**src/rtl/swtm_pkg.sv**
```systemverilog
// Shared types and constants for the sliding-window trimmed mean block.
`timescale 1ns / 1ps
package swtm_pkg;

    localparam int CFG_INDEX_W = 2;
    localparam int CFG_DATA_W  = 7;
    localparam int WLEN_W      = 7;
    localparam int TRIM_W      = 5;

    localparam logic [CFG_INDEX_W-1:0] REG_WINDOW_LENGTH = 2'd0;
    localparam logic [CFG_INDEX_W-1:0] REG_TRIM_COUNT    = 2'd1;

    typedef struct packed {
        logic flush;
        logic remove;
        logic insert;
    } cell_ctrl_t;

    typedef enum logic [5:0] {
        ST_IDLE   = 6'b000001,
        ST_REMOVE = 6'b000010,
        ST_INSERT = 6'b000100,
        ST_SUM    = 6'b001000,
        ST_DIV    = 6'b010000,
        ST_OUT    = 6'b100000
    } state_t;

endpackage

```
**src/rtl/swtm_cell.sv**
```systemverilog
// One cell of the sorted chain: holds one ranked sample and its valid bit.
`timescale 1ns / 1ps
module swtm_cell #(
    parameter int W = 16
) (
    input  logic                   clk,
    input  logic                   rst_n,
    input  swtm_pkg::cell_ctrl_t   ctrl,
    input  logic [W-1:0]           key,
    input  logic [W-1:0]           left_value,
    input  logic                   left_valid,
    input  logic [W-1:0]           right_value,
    input  logic                   right_valid,
    output logic [W-1:0]           value,
    output logic                   valid
);

    logic [W-1:0] value_reg, value_next;
    logic         valid_reg, valid_next;
    logic         left_gt, self_gt, self_ge;

    assign left_gt = left_valid && (left_value > key);
    assign self_gt = valid_reg && (value_reg > key);
    assign self_ge = valid_reg && (value_reg >= key);

    always_comb
    begin
        value_next = value_reg;
        valid_next = valid_reg;
        priority if (ctrl.flush)
        begin
            valid_next = 1'b0;
        end
        else if (ctrl.remove)
        begin
            // first equal entry and everything above it shift down
            if (self_ge)
            begin
                value_next = right_value;
                valid_next = right_valid;
            end
        end
        else if (ctrl.insert)
        begin
            priority if (left_gt)
            begin
                value_next = left_value;
                valid_next = 1'b1;
            end
            else if (self_gt || (!valid_reg && left_valid))
            begin
                value_next = key;
                valid_next = 1'b1;
            end
            else
            begin
            end
        end
        else
        begin
        end
    end

    always_ff @(posedge clk or negedge rst_n)
    begin
        if (!rst_n)
        begin
            valid_reg <= 1'b0;
        end
        else
        begin
            valid_reg <= valid_next;
        end
    end

    always_ff @(posedge clk)
    begin
        value_reg <= value_next;
    end

    assign value = value_reg;
    assign valid = valid_reg;

endmodule

```
**config.mk**
```make
export PLATFORM = sky130hd
export DESIGN_NAME = swtm_cell
export DESIGN_NICKNAME = d
export VERILOG_FILES = /design/src/rtl/swtm_pkg.sv /design/src/rtl/swtm_cell.sv
export SDC_FILE = /design/constraint.sdc
export NUM_CORES = 1
export LEC_CHECK = 0
export BUFFER_PORTS_ARGS = -buffer_cell sky130_fd_sc_hd__buf_2
export CAP_MARGIN = 10
export CORE_MARGIN = 10
export CORE_UTILIZATION = 46
export DETAILED_ROUTE_END_ITERATION = 16
export GPL_TIMING_DRIVEN = 0
export PLACE_DENSITY = 0.8
export SLEW_MARGIN = 30
export SYNTH_ARGS = -nofsm -noshare
export SYNTH_HDL_FRONTEND = slang
export SYNTH_SLANG_ARGS = --single-unit
```
**constraint.sdc**
```tcl
create_clock -name clk -period 2.85 [get_ports clk]
set_clock_uncertainty 0.1 [all_clocks]
set_input_delay 0.57 -clock clk [delete_from_list [all_inputs] [get_ports clk]]
set_output_delay 0.57 -clock clk [all_outputs]
set_load 0.1 [all_outputs]
```
==> flow_summary.toml <==
[layout]
layout.nets = 413
layout_commonest_cell = "buf_2"
n_fill_cell = 398
final_cell_mix = "74 x buf_2, 29 x ha_1, 21 x nand4_1"
largest_reg_flops = 16
drive_gt1_share_pct = 28.3
num_antenna_cells = 0
syn2layout_area_growth_pct = 26.5
stdcell_count = 377

[timing]
setup_violations = 0
relSlewSlack_pct = 55.9
hold_viol = 0
final.period_utilization_pct = 96.6
fin_ws_ns = 0.0978
period_needed_ns = 2.75
maxSlewViolCount = 0
whs_ns = 0.422
timing.fmax_ghz = 0.363
tightest_slew_ns = 0.652
grt_setup_unrepaired = "false"

[power]
power_density_nw_per_um2 = 319
p_comb_share_pct = 41.1
p_leak_nw = 1.24
netSwitchingPower_uw = 330
p_int_uw = 515
seqPwrFrac_pct = 34.5
vdd_drop_max_mv = 0.166
p_clk_share_pct = 24.3
switching_share_pct = 39.1

[worst_setup_path]
cp_slowest_stage_delay_ns = 0.33
critPathMaxFanout = 9
start_kind = "primary input"
r2r_cells = 7
path_buf_inv = 4
crit_required_ns = 2.73
cp.arrival_ns = 2.64
slowest_stage = "ha_1"
path_delay_family = "compound AO/OA/AOI/OAI gates"
critPathCaptureType = "register"
path_cells = "buf_2 > inv_1 > ha_1 > nand4_1 > or2_1 > o211a_1 > buf_6 > a31o_1 > a311oi_4 > buf_4"
r2r_start = "value[12]"
criticalPathCategory = "in -> reg"
worstReg2RegEnd = "value[13]"
reg2reg_slack_ns = 0.20

[drt]
drc_errors = 0
ant_nets = 0
avgViaCountPerCell = 6.19
wl_um = 6770
via_count = 2334
post_drt_wl_per_cell_um = 18.0
dr.first_iter.drc_count = 353
drt_pass1_iterations = 4

[clock_tree]
cts_root_buf = "clkbuf_8"
cts_tree = "built"
path_clk_slew_ns = 0.09
cts_resized = 0
ctsLongestPathBuffers = 2
numCtsBuffers = 3
h-tree-depth = 1
clk_latency_ns = 0.27
clock-sinks = 17

[floorplanning]
core_sq_um = 4380
die_w_um = 87.5
rows = 24
fp.dieH_um = 87.5
die_area_sq_um = 7650
start_util_pct = 47.7
top_level_ports = 72

[synth]
synth-main-ff-cell = "edfxtp_1"
async_flop_share_pct = 5.88
synth_area_per_cell_sq_um = 8.47
synth-edff-count = 16
syn_area_sq_um = 2090
yosys_warnings = 0
synth_cell_types = 40
ys_seq_area_share_pct = 24.1
synth-seq-cells = 17
syn-instance-count = 247
syn_nets = 334

[min_path]
holdPathStages = 2
holdCritPathClass = "in -> reg"
min_to = "valid"
min_from = "right_valid"

[global_route]
grt_max_degree = 12
globalRouteOverflowTotal = 0
top_usage_layer = "met2"
grt_pass1_vias = 2291
grt_pass1_wl_um = 10700
antenna_found_initial = 0
met3_usage_pct = 5.24
use_met2_pct = 27.2
use_met1_pct = 20.9
grtUsageTotal_pct = 17.1

[placement]
hpwl_um = 5330
dp_slack_ns = -0.747
placed_cells = 369
place_congestion = 0.886
numPortBuffers = 70

[run]
maxCapViolCount = 0

[status]
outcome = "finished clean"
synthesized netlist by cell type, types with 2 or more instances:
cell / n / area share (%)
a21oi_1: 16 / 3.8
buf_1: 2 / 0.36
nor3_1: 4 / 0.96
nor2b_1: 5 / 1.5
buf_2: 4 / 0.96
o21a_1: 2 / 0.72
o211a_1: 2 / 0.96
o21ai_1: 2 / 0.48
o31ai_1: 17 / 6.1
edfxtp_1: 16 / 23
nor3b_1: 15 / 5.4
nand4_1: 21 / 6.3
nand3_1: 16 / 3.8
nand2_1: 9 / 1.6
clkbuf_1: 11 / 2.0
nor2_1: 16 / 2.9
inv_1: 19 / 3.4
a22oi_1: 16 / 5.7
o21ai_0: 2 / 0.48
ha_1: 32 / 19
metal layers:
layer  part of all wire, %  vias to the layer above
met2                    47                      120
li1                      -                     1117
met5                     0                        -
met1                    40                     1077
met4                   3.0                        0
met3                    10                       20
logic make-up after synthesis:
kind of cell	Yosys count	synth area share, %
and+or+nand+nor	93	25.5
adders and majority gates	32	19.1
AOI/OAI and AO/OA	68	24.0
buffers and inverters	37	7.23
DFF	17	24.1
cell type report:
type | instances | area [sq um] | area share [%]
sequential | 17 | 505 | 19.1
buffer | 18 | 80.1 | 3.02
clock inverter | 1 | 7.51 | 0.283
timing repair buffer | 74 | 383 | 14.5
multi-input combinational | 193 | 1500 | 56.4
inverter | 19 | 71.3 | 2.69
tap | 52 | 65.1 | 2.46
clock buffer | 3 | 41.3 | 1.56
worst register-to-register path: stages (launching register included):
cell	delay [ns]
edfxtp_1	0.41
ha_1	0.31
nand4_1	0.24
o21bai_1	0.16
a211o_1	0.27
nor4b_1	0.62
a311oi_4	0.09
buf_4	0.22
worst max-delay path by stage:
stage,from,to,depth (start not counted)
2_1_floorplan,value[5],value[0],6
5_1_grt,key[11],value[13],10
3_5_place_dp,key[11],value[11],9
6_report,key[11],value[13],10
4_1_cts,key[11],value[13],10
3_3_place_gp,key[11],value[12],9
metrics by stage:
stage	setup TNS, ns	cell area, sq um	util [%]	total power [mW]
3_3_place_gp	-11.65	2570	58.6	0.629
2_1_floorplan	-3.76	2150	-	0.539
4_1_cts	0	2640	60.2	0.841
5_1_grt	0	2650	60.4	0.886
6_report	0	2650	60.4	0.846
3_5_place_dp	-11.94	2570	58.6	0.637
power groups by stage:
stage | Combinational, mW | Clock (mW) | Sequential, mW
2_1_floorplan | 0.188 | 0 | 0.351
6_report | 0.348 | 0.206 | 0.292
3_5_place_dp | 0.339 | 0 | 0.298
3_3_place_gp | 0.331 | 0 | 0.298
5_1_grt | 0.383 | 0.210 | 0.293
4_1_cts | 0.345 | 0.205 | 0.292
timing repair:
action	4_1_cts	5_1_grt
setup endpoints to repair	16	16
buffers inserted	2	1
hold buffers	1	0
hold endpoints to repair	1	0
pin swaps	1	1
Power figures use the tool's default switching activity.
