### src/rtl/swtm_div.sv
// Restoring divider, one quotient bit per cycle.
`timescale 1ns / 1ps
module swtm_div #(
    parameter int NUM_W = 22,
    parameter int DEN_W = 7
) (
    input  logic             clk,
    input  logic             rst_n,
    input  logic             start,
    input  logic [NUM_W-1:0] dividend,
    input  logic [DEN_W-1:0] divisor,
    output logic             done,
    output logic [NUM_W-1:0] quotient
);

    localparam int CNT_W = $clog2(NUM_W + 1);

    logic             busy_reg, busy_next;
    logic             done_reg, done_next;
    logic [CNT_W-1:0] cnt_reg, cnt_next;
    logic [DEN_W:0]   rem_reg, rem_next;
    logic [NUM_W-1:0] quo_reg, quo_next;
    logic [DEN_W-1:0] den_reg, den_next;
    logic [DEN_W:0]   rem_shift;

    assign rem_shift = {rem_reg[DEN_W-1:0], quo_reg[NUM_W-1]};

    always_comb
    begin
        busy_next = busy_reg;
        done_next = 1'b0;
        cnt_next  = cnt_reg;
        rem_next  = rem_reg;
        quo_next  = quo_reg;
        den_next  = den_reg;
        priority if (start)
        begin
            busy_next = 1'b1;
            cnt_next  = CNT_W'(NUM_W);
            rem_next  = '0;
            quo_next  = dividend;
            den_next  = divisor;
        end
        else if (busy_reg)
        begin
            if (rem_shift >= {1'b0, den_reg})
            begin
                rem_next = rem_shift - {1'b0, den_reg};
                quo_next = {quo_reg[NUM_W-2:0], 1'b1};
            end
            else
            begin
                rem_next = rem_shift;
                quo_next = {quo_reg[NUM_W-2:0], 1'b0};
            end
            cnt_next = cnt_reg - CNT_W'(1);
            if (cnt_reg == CNT_W'(1))
            begin
                busy_next = 1'b0;
                done_next = 1'b1;
            end
        end
        else
        begin
        end
    end

    always_ff @(posedge clk or negedge rst_n)
    begin
        if (!rst_n)
        begin
            busy_reg <= 1'b0;
            done_reg <= 1'b0;
            cnt_reg  <= '0;
        end
        else
        begin
            busy_reg <= busy_next;
            done_reg <= done_next;
            cnt_reg  <= cnt_next;
        end
    end

    always_ff @(posedge clk)
    begin
        rem_reg <= rem_next;
        quo_reg <= quo_next;
        den_reg <= den_next;
    end

    assign done     = done_reg;
    assign quotient = quo_reg;

endmodule

### config.mk
export PLATFORM = sky130hd
export DESIGN_NAME = swtm_div
export DESIGN_NICKNAME = d
export VERILOG_FILES = /design/src/rtl/swtm_div.sv
export SDC_FILE = /design/constraint.sdc
export NUM_CORES = 1
export LEC_CHECK = 0
export ABC_CLOCK_PERIOD_IN_PS = 4400
export BUFFER_PORTS_ARGS = -buffer_cell sky130_fd_sc_hd__buf_2
export CORE_ASPECT_RATIO = 1.4
export CORE_MARGIN = 2
export CORE_UTILIZATION = 44
export DETAILED_ROUTE_END_ITERATION = 10
export PLACE_DENSITY_LB_ADDON = 0.12
export SETUP_SLACK_MARGIN = 0.2
export SLEW_MARGIN = 20
export SYNTH_ARGS = -nofsm -noshare
export SYNTH_HDL_FRONTEND = slang
export SYNTH_SLANG_ARGS = --single-unit
### constraint.sdc
create_clock -name clk -period 4.4 [get_ports clk]
set_input_delay 0.44 -clock clk [delete_from_list [all_inputs] [get_ports clk]]
set_output_delay 0.44 -clock clk [all_outputs]
set_load 0.01 [all_outputs]
==> metrics <==
port bufs=54; drt first-iter violations=58; Hold Startpoint=divisor[4]; Post-DRT Antenna Nets=0; max reg flops=22; Synth area leader=edfxtp_1; number of fill cells=486; Synth Warn #=0; CTS tree=built; vias in the first global route=1,512; arrival time at the worst endpoint=2.51 ns; min Tclk post-route=2.29 ns; outcome=finished clean; kind of critical path=reg2reg; Post-Synthesis Cells=189; crit start category=flop; clk_skew=0.0118 ns; Synth Flop Type=edfxtp_1; Reg area=0.00119 mm²; Die X=approximately 65 µm; multi-input logic area=0.00100 mm²; grt ovf=0; Max VDD drop=216 µV; Inserted Clock Buffers=5; clock sink total=43; CP Cell Sequence=inv_1, ha_1, fa_1, nand2b_1, a211o_1, and3_1, a311oi_2; worst skew pair latency=0.31 ns; Crit path largest cell delay=just over 0.4 ns; RSZ-0062 raised after global routing=no; Post-Syn Area=0.00230 mm²; Syn Nets=231; PD cells=425 mW/mm²; GP Congestion=0.768; Synth cell types=47; fin crit share=52.1%; fin. max-slew vios=0; vias per cell=5.14; # diodes=0; sum of negative setup slack=0 ns; hold depth=1; final net count=282; Post-synth EDFFs=29; Synth top area share=37.8%; CTS clk-pin slew, worst paths=0.08 ns; worst r2r path cells=7; first-pass GRT wire length=between 7000 and 8000 µm; share of cells above drive strength 1=39.0%; max-cap violations=0; post-cts sizing count=0; r2r endpoint=rem_reg[0]$_SDFFE_PP0P_; wire per inst=roughly 14 µm; asr flop ratio synth=16.3%; Starting Density=approximately 45%; CP required=4.62 ns; Area growth syn-to-layout=16.7%; # IOs=55; die area=just under 0.006 mm²; core area=0.00512 mm²; R2R setup slack=2.11 ns; largest net degree at the start of global routing=51; wirelength, routed=4270 µm; Hold Vio Cnt, Final=0; clock root buffer master=clkbuf_8; top cells by area, synth=edfxtp_1 (38%), mux2_2 (10%), dfrtp_1 (7.6%), dfxtp_1 (6.1%), ha_1 (4.9%); Seq/Total Area, Yosys=51.5%; Max Freq=between 400 and 500 MHz; row cnt=31; Worst Tran Pin Value=around 0.96 ns; Worst slew margin=36.1%; htree depth=2; CP max FO=9; Final setup viols=0; DRC viols=0; Vias=1,578; Avg Inst Size Synth=about 12 µm²; critical path's slowest cell=fa_1; Max Root-Sink Buffers=2; Worst Hold Class=in2reg; GRT Total Usage=15.9%; Critical R2R Launch=quotient[21]$_DFFE_PP_; Die H=89.6 µm; Hold WS=0.311 ns; initial antenna violation count=0; Hold Path Sink=den_reg[4]$_DFFE_PP_; Worst setup EP type=flop; LEAKAGE=1.12 nW; post-DP HPWL=just over 3000 µm; drt pass-1 iters=4; FF+latch count, synth=43
[worst max-delay path: cells and delay by family, from the launching register on]
family | cells | cell delay (ns)
AOI/OAI and AO/OA | 2 | 0.65
adders and majority gates | 2 | 0.63
and+or+nand+nor | 2 | 0.51
DFF | 1 | 0.35
buffers and inverters | 1 | 0.07
[power by group]
| group | total (mW) | switching (mW) | internal, mW |
|---|---|---|---|
| Combinational | 0.358 | 0.188 | 0.170 |
| Clock | 0.251 | 0.140 | 0.112 |
| Sequential | 0.534 | 0.0402 | 0.494 |
| Total | 1.14 | 0.368 | 0.775 |
[placed cells by master (no fill, tap or decap), types with 2 or more instances in the layout]
cell type,count
a41oi_1,4
a31oi_1,2
nand2_1,9
xnor2_1,5
nor2_1,12
o21bai_1,2
ha_1,9
inv_1,14
nand4_1,2
dfxtp_1,7
xor2_1,2
or3b_2,3
dfrtp_1,7
o31ai_2,2
clkbuf_8,5
nand2b_1,8
a21o_1,4
o21ai_0,3
a311oi_2,2
buf_2,54
nor3b_1,6
nand3b_1,3
a211oi_1,3
edfxtp_1,29
mux2_2,21
[metal layers]
metal  share of wire (%)  vias up  track usage [%]  wire length (µm)
li1                    -      790                -                 -
met1                  43      745             19.8              1830
met2                  52       36             27.2              2200
met3                 3.7        7             3.12               157
met4                 1.8        0             6.82                76
met5                   0        -                0                 0
[final cells by class]
| class | instances | area share [%] |
|---|---|---|
| Clock buffer | 6 | 2.70 |
| Multi-Input combinational cell | 121 | 37.3 |
| Tap cell | 66 | 3.07 |
| Clock inverter | 2 | 0.419 |
| Inverter | 14 | 1.96 |
| Timing Repair Buffer | 55 | 10.4 |
| Sequential cell | 43 | 44.1 |
[Yosys cell counts, drive strengths merged (5+ instances only)]
library cell / n
buf: 5
nand2b: 8
inv: 14
edfxtp: 29
xnor2: 5
clkbuf: 6
nor3b: 6
nor2: 12
dfxtp: 7
ha: 9
mux2: 21
nand2: 9
dfrtp: 7
[metrics by stage]
stage	utilization [%]	std cells	setup WS [ns]	area, µm²	power, mW
2_1_floorplan	-	189	2.17	2300	0.811
3_3_place_gp	50.7	298	2.17	2590	0.902
3_5_place_dp	50.7	298	2.11	2590	0.905
4_1_cts	52.5	307	2.08	2690	1.16
5_1_grt	52.5	307	1.93	2690	1.22
6_report	52.5	307	2.11	2690	1.14
[how the worst max path moves through the flow]
stage / startpoint / end / slack [ns] / depth (start not counted)
6_report: quotient[21]$_DFFE_PP_ / rem_reg[0]$_SDFFE_PP0P_ / 2.11 / 7
5_1_grt: quotient[21]$_DFFE_PP_ / rem_reg[0]$_SDFFE_PP0P_ / 1.93 / 7
4_1_cts: quotient[21]$_DFFE_PP_ / rem_reg[2]$_SDFFE_PP0P_ / 2.08 / 7
3_5_place_dp: quotient[21]$_DFFE_PP_ / rem_reg[2]$_SDFFE_PP0P_ / 2.11 / 7
3_3_place_gp: quotient[21]$_DFFE_PP_ / rem_reg[2]$_SDFFE_PP0P_ / 2.17 / 7
2_1_floorplan: quotient[21]$_DFFE_PP_ / rem_reg[0]$_SDFFE_PP0P_ / 2.17 / 9
[repair_timing]
item / CTS / global route
endpoints found under the hold margin: 7 / 0
hold buffers: 1 / 0
setup buffers: 0 / 0
[kinds of logic after synthesis]
| logic type | count (synthesis) | synth area share, % |
|---|---|---|
| xor gates and xnor gates | 7 | 2.66 |
| adders and majority gates | 10 | 5.76 |
| AOI/OAI and AO/OA | 30 | 11.2 |
| DFF | 43 | 51.5 |
| buffers and inverters | 25 | 4.95 |
| muxes | 22 | 10.7 |
| and+or+nand+nor | 52 | 13.2 |
Note: power is estimated with default switching activity, not from simulation.
